[src/hdl/assert_macros.svh]
// Assertion macros shared by the burst splitter RTL.
// Included by the controller and the datapath; no other dependencies.
`ifndef ASSERT_MACROS_SVH
`define ASSERT_MACROS_SVH
`ifndef SYNTH
`define ABS_ASSERT(lbl, clk, rstn, prop) \
  lbl: assert property (@(posedge clk) disable iff (!rstn) prop) \
    else $error("assertion failed");
`define ABS_ASSERT_ONEHOT(lbl, clk, rstn, sig) \
  lbl: assert property (@(posedge clk) disable iff (!rstn) $onehot(sig)) \
    else $error("one-hot check failed");
`else
`define ABS_ASSERT(lbl, clk, rstn, prop)
`define ABS_ASSERT_ONEHOT(lbl, clk, rstn, sig)
`endif
`endif

[src/hdl/abs_pkg.sv]
// Package of the burst splitter: constants, codes, control structs, helpers.
// Used by abs_ctrl, abs_dp and the top level.
`default_nettype none
package abs_pkg;
  localparam int MAX_ID_BITS_DEF  = 4;
  localparam int MAX_PACKET_BYTES = 64;
  localparam int MAX_DATA_BYTES   = 64;
  localparam int DL_MAX           = $clog2(MAX_DATA_BYTES + 1) - 1;
  localparam int NUM_SRC          = 3;

  localparam logic       CMD_SPLIT   = 1'b0;
  localparam logic       CMD_RELEASE = 1'b1;
  localparam logic [1:0] SRC_HOST    = 2'd0;
  localparam logic [1:0] SRC_GPU     = 2'd1;
  localparam logic [1:0] SRC_NONE    = 2'd3;

  localparam logic [1:0] ST_OK         = 2'd0;
  localparam logic [1:0] ST_EXHAUSTED  = 2'd1;
  localparam logic [1:0] ST_DOUBLE_REL = 2'd2;

  localparam logic [2:0] REG_MONITOR_ENABLE = 3'd0;
  localparam logic [2:0] REG_SOURCE_MASK    = 3'd1;
  localparam logic [2:0] REG_TRACE_IFETCH   = 3'd2;
  localparam logic [2:0] REG_DATA_LOG2      = 3'd3;
  localparam logic [2:0] REG_ID_BITS        = 3'd4;
  localparam logic [2:0] REG_UNIQUE_IDS     = 3'd5;

  typedef struct packed {
    logic       latch;
    logic       rel_clear;
    logic       probe_start;
    logic       probe;
    logic       plan;
    logic       beat;
    logic       stat;
    logic [1:0] stat_code;
  } ctl_cmd_t;

  typedef struct packed {
    logic is_release;
    logic rel_ignore;
    logic rel_live;
    logic filtered;
    logic pooled;
    logic probe_free;
    logic probe_last;
    logic out_free;
    logic burst_end;
    logic req_end;
  } ctl_sts_t;

  function automatic logic [2:0] flog2_7(input logic [6:0] v);
    logic [2:0] r;
    r = 3'd0;
    for (int i = 0; i < 7; i++) begin
      if (v[i]) r = 3'(i);
    end
    return r;
  endfunction

  function automatic logic [2:0] ctz6(input logic [5:0] a);
    logic [2:0] r;
    r = 3'd6;
    for (int i = 5; i >= 0; i--) begin
      if (a[i]) r = 3'(i);
    end
    return r;
  endfunction
endpackage
`default_nettype wire

[src/hdl/abs_ctrl.sv]
// Controller state machine of the burst splitter.
// Depends on abs_pkg and assert_macros.svh; drives the datapath abs_dp.
`default_nettype none
`include "assert_macros.svh"
module abs_ctrl
  import abs_pkg::*;
(
  input  wire logic     clk,
  input  wire logic     rst_n,
  input  wire logic     in_valid,
  output logic          in_stall,
  input  wire ctl_sts_t sts,
  output ctl_cmd_t      cmd
);
  typedef enum logic [5:0] {
    S_IDLE   = 6'b000001,
    S_DECIDE = 6'b000010,
    S_ALLOC  = 6'b000100,
    S_PLAN   = 6'b001000,
    S_BEAT   = 6'b010000,
    S_STAT   = 6'b100000
  } state_t;

  state_t     state_r, state_nxt;
  logic [1:0] code_r, code_nxt;

  assign in_stall = (state_r != S_IDLE);

  always_comb begin
    state_nxt     = state_r;
    code_nxt      = code_r;
    cmd           = '0;
    cmd.stat_code = code_r;
    case (state_r)
      S_IDLE: begin
        if (in_valid) begin
          cmd.latch = 1'b1;
          state_nxt = S_DECIDE;
        end
      end
      S_DECIDE: begin
        if (sts.is_release) begin
          if (sts.rel_ignore) begin
            state_nxt = S_IDLE;
          end else if (sts.rel_live) begin
            cmd.rel_clear = 1'b1;
            state_nxt     = S_IDLE;
          end else begin
            code_nxt  = ST_DOUBLE_REL;
            state_nxt = S_STAT;
          end
        end else if (sts.filtered) begin
          state_nxt = S_IDLE;
        end else begin
          cmd.probe_start = 1'b1;
          state_nxt       = sts.pooled ? S_ALLOC : S_PLAN;
        end
      end
      S_ALLOC: begin
        cmd.probe = 1'b1;
        if (sts.probe_free) begin
          state_nxt = S_PLAN;
        end else if (sts.probe_last) begin
          code_nxt  = ST_EXHAUSTED;
          state_nxt = S_STAT;
        end
      end
      S_PLAN: begin
        cmd.plan  = 1'b1;
        state_nxt = S_BEAT;
      end
      S_BEAT: begin
        if (sts.out_free) begin
          cmd.beat = 1'b1;
          if (sts.req_end) begin
            state_nxt = S_IDLE;
          end else if (sts.burst_end) begin
            state_nxt = S_PLAN;
          end
        end
      end
      S_STAT: begin
        if (sts.out_free) begin
          cmd.stat  = 1'b1;
          state_nxt = S_IDLE;
        end
      end
      default: begin
        state_nxt = S_IDLE;
      end
    endcase
  end

  always_ff @(posedge clk) begin
    if (!rst_n) begin
      state_r <= S_IDLE;
      code_r  <= ST_OK;
    end else begin
      state_r <= state_nxt;
      code_r  <= code_nxt;
    end
  end

  `ABS_ASSERT(a_emit_needs_room, clk, rst_n, (cmd.beat || cmd.stat) |-> sts.out_free)
  `ABS_ASSERT(a_probe_only_pooled, clk, rst_n, cmd.probe |-> sts.pooled)
  `ABS_ASSERT(a_req_end_idle, clk, rst_n, (cmd.beat && sts.req_end) |=> state_r == S_IDLE)
  `ABS_ASSERT_ONEHOT(a_state_onehot, clk, rst_n, state_r)
endmodule
`default_nettype wire

[src/hdl/abs_dp.sv]
// Datapath of the burst splitter: configuration, id pool, burst planner, output register.
// Depends on abs_pkg and assert_macros.svh; controlled by abs_ctrl.
`default_nettype none
`include "assert_macros.svh"
module abs_dp
  import abs_pkg::*;
#(
  parameter int MAX_ID_BITS = MAX_ID_BITS_DEF
) (
  input  wire logic        clk,
  input  wire logic        rst_n,
  input  wire logic        cfg_we,
  input  wire logic [2:0]  cfg_index,
  input  wire logic [2:0]  cfg_data,
  input  wire logic        in_cmd,
  input  wire logic [1:0]  in_source,
  input  wire logic [15:0] in_requester,
  input  wire logic        in_has_stream_id,
  input  wire logic [31:0] in_stream_id,
  input  wire logic        in_is_write,
  input  wire logic        in_is_inst_fetch,
  input  wire logic        in_is_prefetch,
  input  wire logic [63:0] in_address,
  input  wire logic [6:0]  in_size,
  input  wire logic [63:0] in_byte_mask,
  input  wire logic [3:0]  in_release_id,
  input  wire ctl_cmd_t    cmd,
  output ctl_sts_t         sts,
  output logic             out_valid,
  input  wire logic        out_stall,
  output logic [63:0]      out_burst_address,
  output logic [6:0]       out_burst_beats,
  output logic [2:0]       out_beat_size_log2,
  output logic [3:0]       out_axi_id,
  output logic [31:0]      out_context_id,
  output logic [1:0]       out_user_source,
  output logic [2:0]       out_flags,
  output logic [63:0]      out_strobe_res,
  output logic             out_burst_last,
  output logic             out_last,
  output logic [1:0]       out_status
);
  localparam int POOL  = 1 << MAX_ID_BITS;
  localparam int IDC_W = MAX_ID_BITS + 1;

  logic       mon_en_r, tif_r, unique_r;
  logic [2:0] src_mask_r, dlog2_r, id_bits_r;

  logic        req_cmd_r, has_r, wr_r, ifetch_r, pref_r;
  logic [1:0]  src_r;
  logic [15:0] requestor_r;
  logic [31:0] stream_r;
  logic [63:0] be_r;
  logic [3:0]  rel_r;
  logic [63:0] cur_addr_r, burst_addr_r;
  logic [6:0]  rem_r, offset_r, beats_r, beat_cnt_r;
  logic [2:0]  blog_r;
  logic [3:0]  axi_id_r;

  logic [POOL-1:0]        live_r [NUM_SRC];
  logic [MAX_ID_BITS-1:0] next_id_r [NUM_SRC];
  logic [MAX_ID_BITS-1:0] probe_cnt_r;

  logic                   out_valid_r, out_valid_nxt;
  logic [63:0]            o_addr_r, o_strobe_r;
  logic [6:0]             o_beats_r;
  logic [2:0]             o_blog_r, o_flags_r;
  logic [3:0]             o_id_r;
  logic [31:0]            o_ctx_r;
  logic [1:0]             o_src_r, o_status_r;
  logic                   o_blast_r, o_last_r;

  logic [4:0]             ib;
  logic [IDC_W-1:0]       id_cnt;
  logic [MAX_ID_BITS-1:0] id_mask, cand, rel_idx;
  logic [2:0]             dl, blog_c;
  logic                   src_ok, rel_in;
  logic [1:0]             src_idx;
  logic [31:0]            stream_sel, ctx;
  logic [2:0]             flags;
  logic [12:0]            to4k, bt1, bt2;
  logic [6:0]             bb;
  logic [5:0]             dmask, lane_base;
  logic [63:0]            lane_mask, strobe;

  always_comb begin
    ib = 5'(id_bits_r);
    if (id_bits_r == 3'd0) ib = 5'd1;
    if (5'(id_bits_r) > 5'(MAX_ID_BITS)) ib = 5'(MAX_ID_BITS);
    id_cnt  = IDC_W'(1) << ib;
    id_mask = MAX_ID_BITS'(id_cnt - IDC_W'(1));
    dl = dlog2_r;
    if (dl > 3'(DL_MAX)) dl = 3'(DL_MAX);
    src_ok  = (src_r != SRC_NONE);
    src_idx = src_ok ? src_r : SRC_HOST;
    rel_in  = (32'(rel_r) < POOL);
    rel_idx = MAX_ID_BITS'(rel_r);
    cand    = next_id_r[src_idx] & id_mask;
    stream_sel = has_r ? stream_r : {16'd0, requestor_r};
    ctx     = (src_r == SRC_HOST) ? {16'd0, requestor_r} : stream_sel;
    flags   = {(src_r == SRC_GPU) && !has_r, pref_r, ifetch_r};

    blog_c = flog2_7(rem_r);
    if (dl < blog_c) blog_c = dl;
    if (ctz6(cur_addr_r[5:0]) < blog_c) blog_c = ctz6(cur_addr_r[5:0]);
    to4k = 13'd4096 - {1'b0, cur_addr_r[11:0]};
    bt1  = 13'(rem_r) >> blog_c;
    bt2  = to4k >> blog_c;

    bb        = 7'd1 << blog_r;
    dmask     = 6'((7'd1 << dl) - 7'd1);
    lane_base = cur_addr_r[5:0] & dmask;
    lane_mask = (blog_r == 3'd6) ? '1 : ((64'd1 << bb) - 64'd1);
    strobe    = wr_r ? (((be_r >> offset_r[5:0]) & lane_mask) << lane_base) : '0;

    sts.is_release = (req_cmd_r == CMD_RELEASE);
    sts.rel_ignore = !unique_r || !src_ok;
    sts.rel_live   = rel_in && live_r[src_idx][rel_idx];
    sts.filtered   = !mon_en_r || (rem_r == 7'd0) || !src_ok || (ifetch_r && !tif_r) ||
                     !src_mask_r[src_idx];
    sts.pooled     = unique_r;
    sts.probe_free = !live_r[src_idx][cand];
    sts.probe_last = (probe_cnt_r == id_mask);
    sts.out_free   = !out_valid_r || !out_stall;
    sts.burst_end  = (beat_cnt_r + 7'd1 == beats_r);
    sts.req_end    = (rem_r == bb);

    out_valid_nxt = out_valid_r && out_stall;
    if (cmd.beat || cmd.stat) out_valid_nxt = 1'b1;
  end

  always_ff @(posedge clk) begin
    if (!rst_n) begin
      mon_en_r   <= 1'b0;
      src_mask_r <= 3'd0;
      tif_r      <= 1'b0;
      dlog2_r    <= 3'd3;
      id_bits_r  <= 3'd4;
      unique_r   <= 1'b0;
    end else if (cfg_we) begin
      case (cfg_index)
        REG_MONITOR_ENABLE: mon_en_r   <= cfg_data[0];
        REG_SOURCE_MASK:    src_mask_r <= cfg_data;
        REG_TRACE_IFETCH:   tif_r      <= cfg_data[0];
        REG_DATA_LOG2:      dlog2_r    <= cfg_data;
        REG_ID_BITS:        id_bits_r  <= cfg_data;
        REG_UNIQUE_IDS:     unique_r   <= cfg_data[0];
        default: begin
        end
      endcase
    end
  end

  always_ff @(posedge clk) begin
    if (!rst_n) begin
      for (int s = 0; s < NUM_SRC; s++) begin
        live_r[s]    <= '0;
        next_id_r[s] <= '0;
      end
    end else if (cmd.rel_clear) begin
      live_r[src_idx][rel_idx] <= 1'b0;
    end else if (cmd.probe) begin
      next_id_r[src_idx] <= (cand + MAX_ID_BITS'(1)) & id_mask;
      if (!live_r[src_idx][cand]) live_r[src_idx][cand] <= 1'b1;
    end
  end

  always_ff @(posedge clk) begin
    if (cmd.latch) begin
      req_cmd_r   <= in_cmd;
      src_r       <= in_source;
      requestor_r <= in_requester;
      has_r       <= in_has_stream_id;
      stream_r    <= in_stream_id;
      wr_r        <= in_is_write;
      ifetch_r    <= in_is_inst_fetch;
      pref_r      <= in_is_prefetch;
      be_r        <= in_byte_mask;
      rel_r       <= in_release_id;
      cur_addr_r  <= in_address;
      rem_r       <= (32'(in_size) > MAX_PACKET_BYTES) ? 7'(MAX_PACKET_BYTES) : in_size;
      offset_r    <= 7'd0;
    end
    if (cmd.probe_start) begin
      axi_id_r    <= 4'(MAX_ID_BITS'(stream_sel) & id_mask);
      probe_cnt_r <= '0;
    end
    if (cmd.probe) begin
      probe_cnt_r <= probe_cnt_r + MAX_ID_BITS'(1);
      if (!live_r[src_idx][cand]) axi_id_r <= 4'(cand);
    end
    if (cmd.plan) begin
      blog_r       <= blog_c;
      beats_r      <= 7'((bt1 < bt2) ? bt1 : bt2);
      burst_addr_r <= cur_addr_r;
      beat_cnt_r   <= 7'd0;
    end
    if (cmd.beat) begin
      cur_addr_r <= cur_addr_r + 64'(bb);
      rem_r      <= rem_r - bb;
      offset_r   <= offset_r + bb;
      beat_cnt_r <= beat_cnt_r + 7'd1;
      o_addr_r   <= burst_addr_r;
      o_beats_r  <= beats_r;
      o_blog_r   <= blog_r;
      o_id_r     <= axi_id_r;
      o_ctx_r    <= ctx;
      o_src_r    <= src_r;
      o_flags_r  <= flags;
      o_strobe_r <= strobe;
      o_blast_r  <= sts.burst_end;
      o_last_r   <= sts.req_end;
      o_status_r <= ST_OK;
    end
    if (cmd.stat) begin
      o_addr_r   <= '0;
      o_beats_r  <= '0;
      o_blog_r   <= '0;
      o_id_r     <= '0;
      o_ctx_r    <= '0;
      o_src_r    <= '0;
      o_flags_r  <= '0;
      o_strobe_r <= '0;
      o_blast_r  <= 1'b0;
      o_last_r   <= 1'b1;
      o_status_r <= cmd.stat_code;
    end
  end

  always_ff @(posedge clk) begin
    if (!rst_n) begin
      out_valid_r <= 1'b0;
    end else begin
      out_valid_r <= out_valid_nxt;
    end
  end

  assign out_valid          = out_valid_r;
  assign out_burst_address  = o_addr_r;
  assign out_burst_beats    = o_beats_r;
  assign out_beat_size_log2 = o_blog_r;
  assign out_axi_id         = o_id_r;
  assign out_context_id     = o_ctx_r;
  assign out_user_source    = o_src_r;
  assign out_flags          = o_flags_r;
  assign out_strobe_res     = o_strobe_r;
  assign out_burst_last     = o_blast_r;
  assign out_last           = o_last_r;
  assign out_status         = o_status_r;

  `ABS_ASSERT(a_beat_has_bytes, clk, rst_n, cmd.beat |-> rem_r != 7'd0)
  `ABS_ASSERT(a_plan_nonempty, clk, rst_n, cmd.plan |-> ((bt1 < bt2) ? bt1 : bt2) != 13'd0)
endmodule
`default_nettype wire

[src/hdl/axi_burst_splitter_with_id_pool_core.sv]
// Top level of the AXI INCR burst splitter with per-source id pool.
// Instantiates abs_ctrl and abs_dp; depends on abs_pkg.
//
// One request is taken at a time. A split request is accepted, then decided;
// when pooled ids are on it searches the id pool for a free id, and it is then
// planned once per burst and emitted beat by beat, each beat waiting for room
// in the output register. The beats are set by the bus width, the address
// alignment and the bytes left, and the pool search probes one entry per cycle
// from the rotating pointer. Results leave through an output register, so the
// next request is accepted while the final result waits.
`default_nettype none
module axi_burst_splitter_with_id_pool_core
  import abs_pkg::*;
#(
  parameter int MAX_ID_BITS = MAX_ID_BITS_DEF
) (
  input  wire logic        clk,
  input  wire logic        rst_n,
  input  wire logic        cfg_we,
  input  wire logic [2:0]  cfg_index,
  input  wire logic [2:0]  cfg_data,
  input  wire logic        in_valid,
  output logic             in_stall,
  input  wire logic        in_cmd,
  input  wire logic [1:0]  in_source,
  input  wire logic [15:0] in_requester,
  input  wire logic        in_has_stream_id,
  input  wire logic [31:0] in_stream_id,
  input  wire logic        in_is_write,
  input  wire logic        in_is_inst_fetch,
  input  wire logic        in_is_prefetch,
  input  wire logic [63:0] in_address,
  input  wire logic [6:0]  in_size,
  input  wire logic [63:0] in_byte_mask,
  input  wire logic [3:0]  in_release_id,
  output logic             out_valid,
  input  wire logic        out_stall,
  output logic [63:0]      out_burst_address,
  output logic [6:0]       out_burst_beats,
  output logic [2:0]       out_beat_size_log2,
  output logic [3:0]       out_axi_id,
  output logic [31:0]      out_context_id,
  output logic [1:0]       out_user_source,
  output logic [2:0]       out_flags,
  output logic [63:0]      out_strobe_res,
  output logic             out_burst_last,
  output logic             out_last,
  output logic [1:0]       out_status
);
  ctl_cmd_t cmd;
  ctl_sts_t sts;

  abs_ctrl u_ctrl (
    .clk      (clk),
    .rst_n    (rst_n),
    .in_valid (in_valid),
    .in_stall (in_stall),
    .sts      (sts),
    .cmd      (cmd)
  );

  abs_dp #(
    .MAX_ID_BITS (MAX_ID_BITS)
  ) u_dp (
    .clk                (clk),
    .rst_n              (rst_n),
    .cfg_we             (cfg_we),
    .cfg_index          (cfg_index),
    .cfg_data           (cfg_data),
    .in_cmd             (in_cmd),
    .in_source          (in_source),
    .in_requester       (in_requester),
    .in_has_stream_id   (in_has_stream_id),
    .in_stream_id       (in_stream_id),
    .in_is_write        (in_is_write),
    .in_is_inst_fetch   (in_is_inst_fetch),
    .in_is_prefetch     (in_is_prefetch),
    .in_address         (in_address),
    .in_size            (in_size),
    .in_byte_mask       (in_byte_mask),
    .in_release_id      (in_release_id),
    .cmd                (cmd),
    .sts                (sts),
    .out_valid          (out_valid),
    .out_stall          (out_stall),
    .out_burst_address  (out_burst_address),
    .out_burst_beats    (out_burst_beats),
    .out_beat_size_log2 (out_beat_size_log2),
    .out_axi_id         (out_axi_id),
    .out_context_id     (out_context_id),
    .out_user_source    (out_user_source),
    .out_flags          (out_flags),
    .out_strobe_res     (out_strobe_res),
    .out_burst_last     (out_burst_last),
    .out_last           (out_last),
    .out_status         (out_status)
  );
endmodule
`default_nettype wire
[config.mk]
export PLATFORM = sky130hd
export DESIGN_NAME = axi_burst_splitter_with_id_pool_core
export DESIGN_NICKNAME = d
export VERILOG_FILES = /design/src/hdl/abs_pkg.sv /design/src/hdl/abs_ctrl.sv /design/src/hdl/abs_dp.sv /design/src/hdl/axi_burst_splitter_with_id_pool_core.sv
export VERILOG_INCLUDE_DIRS = /design/src /design/src/hdl
export SDC_FILE = /design/constraint.sdc
export NUM_CORES = 1
export LEC_CHECK = 0
export BUFFER_PORTS_ARGS = -buffer_cell sky130_fd_sc_hd__buf_4
export CORE_ASPECT_RATIO = 1.75
export CORE_MARGIN = 5
export CORE_UTILIZATION = 55
export CTS_CLUSTER_DIAMETER = 120
export CTS_CLUSTER_SIZE = 10
export DETAILED_ROUTE_END_ITERATION = 6
export PLACE_DENSITY_LB_ADDON = 0.08
export SYNTH_ARGS = -nofsm -noshare
export SYNTH_HDL_FRONTEND = slang
export SYNTH_SLANG_ARGS = --single-unit
export TNS_END_PERCENT = 30
[constraint.sdc]
create_clock -name clk -period 8.35 [get_ports clk]
set_input_delay 0.835 -clock clk [delete_from_list [all_inputs] [get_ports clk]]
set_output_delay 0.835 -clock clk [all_outputs]
set_load 0.01 [all_outputs]
==> impl_summary.txt <==
----------------------------------------------------
[Outcome]
  Result of the run ... complete, no violations

[Yosys]
  Post-synthesis instance area ... 0.03483 mm²
  Part of the Yosys area used for sequential elements ... 43.48%
  Area share of the largest cell type after synthesis ... 31.64%
  Synthesized instance count ... 3489
  Cell types occupying the most area after synthesis ... sky130_fd_sc_hd__edfxtp_1 (32%), sky130_fd_sc_hd__dfxtp_1 (12%), sky130_fd_sc_hd__mux4_2 (5.6%)
  Count of flip-flops with a built-in enable after synthesis ... 367
  Main flop type after synthesis ... sky130_fd_sc_hd__edfxtp_1
  Syn Nets ... 3736
  Number of register bits inferred by synthesis ... 573
  YS warnings ... 0
  Most area-hungry cell type in the Yosys netlist ... sky130_fd_sc_hd__edfxtp_1
  Syn Area/Cell ... 9.984 µm²
  Async S/R FF share, synth ... 0%
  Yosys cell types ... 100

[Timing]
  Setup TNS after final layout ... 0 ns
  Least setup slack across all paths after layout ... 1.129 ns
  Pins over their slew limit ... 0
  Slew at the pin closest to its max-slew limit ... 1.373 ns
  Relative max-transition margin ... 7.754%
  RSZ-0062 raised after global routing ... false
  Final min period ... 7.221 ns
  Number of setup violations in the final report ... 0
  Max frequency ... 138.5 MHz
  Final hold violations ... 0
  Clock Skew ... 0.04345 ns
  Final Cycle Share ... 86.48%

[Setup path]
  FF-to-FF path depth ... 23
  Reg2reg setup slack ... 1.13 ns
  Required time at the endpoint of the critical path ... 8.73 ns
  Type of the worst setup path ... flip-flop to flip-flop
  Arrival time at the worst endpoint ... 7.60 ns
  Crit. End Element ... flip-flop
  Crit path max fanout ... 28
  CP Launch Type ... flip-flop

[Clocking]
  Setup fix buffers added after clock tree synthesis ... 0
  Number of sinks handled by clock tree synthesis ... 573
  Number of buffers created by CTS ... 67
  Later-pin clock latency in the skew report ... 0.66 ns
  CTS tree ... done
  CTS HTree Levels ... 3
  Hold-fix buffers, CTS ... 0
  CTS clock-pin slew for the worst setup and hold paths ... 0.07 ns
  Clock tree root driver cell ... sky130_fd_sc_hd__clkbuf_16
  Post-cts sizing count ... 0
  Maximum buffer depth of the clock tree ... 3

[Cells and area]
  Layout Cell Area excl Fill ... 0.04031 mm²
  Share of final-layout standard cells stronger than drive strength 1 ... 20.15%
  Area growth from synthesis to layout ... 15.73%
  Count of fill cells added during filler insertion ... 4806
  Net count, final ... 4001

[Route]
  Routed wire length per instance ... 31.21 µm
  Antenna-violating nets left ... 0
  Number of vias in the routed layout ... 32540
  Detailed Route WL ... 144100 µm
  Drt pass-1 iters ... 7
  1st-iter DRT viols ... 3410
  Number of remaining DRC errors ... 0
  Average via count per standard cell ... 7.049

[Run]
  Reported max-cap violation count ... 0

[Floorplanning]
  Number of rows in the core area ... 122
  Die outline height ... 342.9 µm
  Starting utilization of the core area ... 55.25%
  Number of primary I/O pins ... 390
  Overall die width ... 200.2 µm
  Core outline area ... 0.06304 mm²
  Floorplan die area ... 0.06867 mm²

[Power and ir drop]
  Static leakage ... 15.20 nW
  Maximum vdd drop ... 0.0002511 V
  Power density over the cells ... 206.1 mW/mm²
  Total power after layout ... 8.307 mW

[Placed design]
  Final estimated routing congestion in global placement ... 1.068
  Placement-stage worst setup slack ... 1.271 ns
  Standard cell area after detailed placement ... 0.03825 mm²
  Buffers added on ports ... 389
  Post-detail-place hpwl ... 106300 µm

[Min path]
  Count of cells along the worst hold path ... 1
  Hold Path Class ... input port to flip-flop

[GRT]
  Initial antenna violation count ... 2
  Vias in the first global route ... 32560
  GRT Util Overall ... 40.26%
  Wire length of the first global-routing pass ... 210600 µm
  Gr ovfl total ... 0
  Largest net degree at the start of global routing ... 180

----------------------------------------------------
[area by class of cell]
class | count | area [µm²] | area share [%]
flip-flops and latches | 573 | 15140 | 37.57
clock inverters | 8 | 170.2 | 0.4221
well taps | 806 | 1008 | 2.502
multi-input cells | 2593 | 18420 | 45.68
diodes | 5 | 12.51 | 0.03104
inverters | 63 | 237.7 | 0.5897
clock buffers | 113 | 1849 | 4.587
repair buffers | 456 | 3473 | 8.616
[worst max-delay path, cell delays in order, from the launching register on]
cell and delay, ns:
sky130_fd_sc_hd__edfxtp_1 0.51, sky130_fd_sc_hd__or3_1 0.50, sky130_fd_sc_hd__ha_1 0.34, sky130_fd_sc_hd__inv_1 0.05, sky130_fd_sc_hd__a221oi_1 0.48, sky130_fd_sc_hd__a21boi_0 0.19
sky130_fd_sc_hd__mux2_2 0.29, sky130_fd_sc_hd__ha_1 0.23, sky130_fd_sc_hd__a21oi_1 0.10, sky130_fd_sc_hd__a211oi_1 0.38, sky130_fd_sc_hd__o22ai_2 0.15, sky130_fd_sc_hd__buf_4 0.25
sky130_fd_sc_hd__inv_2 0.38, sky130_fd_sc_hd__nand2_1 0.13, sky130_fd_sc_hd__o32ai_1 0.25, sky130_fd_sc_hd__a21oi_1 0.06, sky130_fd_sc_hd__o21ai_0 0.46, sky130_fd_sc_hd__mux4_2 0.36
sky130_fd_sc_hd__inv_1 0.05, sky130_fd_sc_hd__ha_1 0.28, sky130_fd_sc_hd__nand4_1 0.15, sky130_fd_sc_hd__a2111oi_0 0.47, sky130_fd_sc_hd__a2bb2oi_2 0.48, sky130_fd_sc_hd__mux2_2 0.40
[power by group]
part           total, mW  switching (mW)  internal (mW)  leakage, nW
logic               2.20            1.42          0.773         9.10
clock network       2.77            1.24           1.53        0.948
registers           3.34           0.155           3.18         5.16
[registers in the layout, indices dropped and copies added, names as in the netlist, 6 cells and up]
name and cells:
u_ctrl.state_r 6, u_dp.be_r 64, u_dp.beat_cnt_r 7, u_dp.beats_r 7, u_dp.burst_addr_r 64, u_dp.cur_addr_r 64
u_dp.live_r 64, u_dp.next_id_r 16, u_dp.offset_r 6, u_dp.out_burst_address 64, u_dp.out_burst_beats 7, u_dp.out_context_id 32
u_dp.out_strobe_res 64, u_dp.rem_r 7, u_dp.requestor_r 16, u_dp.stream_r 32
[path summary, 6_finish.rpt]
| path | start | endpoint |
|---|---|---|
| hold / removal | in_byte_mask[22] | u_dp.be_r[22] |
| hold reg to reg | u_dp.stream_r[26] | u_dp.out_context_id[26] |
| setup reg to reg | u_dp.rem_r[6] | u_dp.beats_r[1] |
| setup / recovery | u_dp.rem_r[6] | u_dp.beats_r[1] |
[layout by cell type (no fill, tap or decap), drive strengths merged, types with 26 or more instances in the layout]
master and count:
a21o 26, a22oi 44, and3 32, o22ai 59
nand3 107, xor2 42, inv 61, edfxtp 367
a211oi 42, nor2b 36, a31oi 26, clkbuf 115
o211ai 53, a21oi 136, mux4 87, nand2b 32
buf 454, o21ai 245, dfxtp 206, xnor2 40
nor3 114, nand2 339, nor2 270, and2 29
mux2 88, a22o 116, mux2i 166, ha 39
[per-layer routing]
| metal | routed length (µm) | GRT usage (%) | share of wire (%) |
|---|---|---|---|
| met1 | 46280 | 42.17 | 32 |
| met4 | 15060 | 33.70 | 10 |
| met5 | 0 | 0 | 0 |
| met2 | 70070 | 69.14 | 49 |
| met3 | 12680 | 8.756 | 8.8 |
[Yosys cell counts, types with 26 or more instances]
library cell               count
sky130_fd_sc_hd__o22ai_1      58
sky130_fd_sc_hd__a22oi_1      43
sky130_fd_sc_hd__o21ai_0     240
sky130_fd_sc_hd__a22o_1      116
sky130_fd_sc_hd__nor2b_1      36
sky130_fd_sc_hd__ha_1         39
sky130_fd_sc_hd__xor2_1       42
sky130_fd_sc_hd__o211ai_1     53
sky130_fd_sc_hd__xnor2_1      40
sky130_fd_sc_hd__inv_1        60
sky130_fd_sc_hd__clkbuf_1    200
sky130_fd_sc_hd__a31oi_1      26
sky130_fd_sc_hd__a211oi_1     40
sky130_fd_sc_hd__nand2_1     339
sky130_fd_sc_hd__dfxtp_1     206
sky130_fd_sc_hd__a21oi_1     136
sky130_fd_sc_hd__and3_1       32
sky130_fd_sc_hd__mux4_2       86
sky130_fd_sc_hd__nor2_1      270
sky130_fd_sc_hd__nor3_1      114
sky130_fd_sc_hd__and2_1       28
sky130_fd_sc_hd__mux2_2       83
sky130_fd_sc_hd__nand2b_1     32
sky130_fd_sc_hd__edfxtp_1    367
sky130_fd_sc_hd__a21o_1       26
sky130_fd_sc_hd__mux2i_1     166
sky130_fd_sc_hd__nand3_1     107
[per-stage QoR]
step	util (%)	hold WS, ns	cells
floorplan	-	0.4244	3489
global placement	60.68	0.4345	4489
detailed placement	60.68	0.4475	4489
CTS	63.88	0.3281	4610
global route	63.93	0.3374	4614
finish	63.94	0.3581	4617
[logic make-up after synthesis]
| family | share of synthesized area [%] |
|---|---|
| compound gates | 20.55 |
| xor+xnor | 2.062 |
| fa+ha+maj | 1.573 |
| buf+inv | 3.933 |
| flops | 43.48 |
| mux | 13.29 |
| simple gates | 15.11 |
Power figures use the tool's default switching activity.
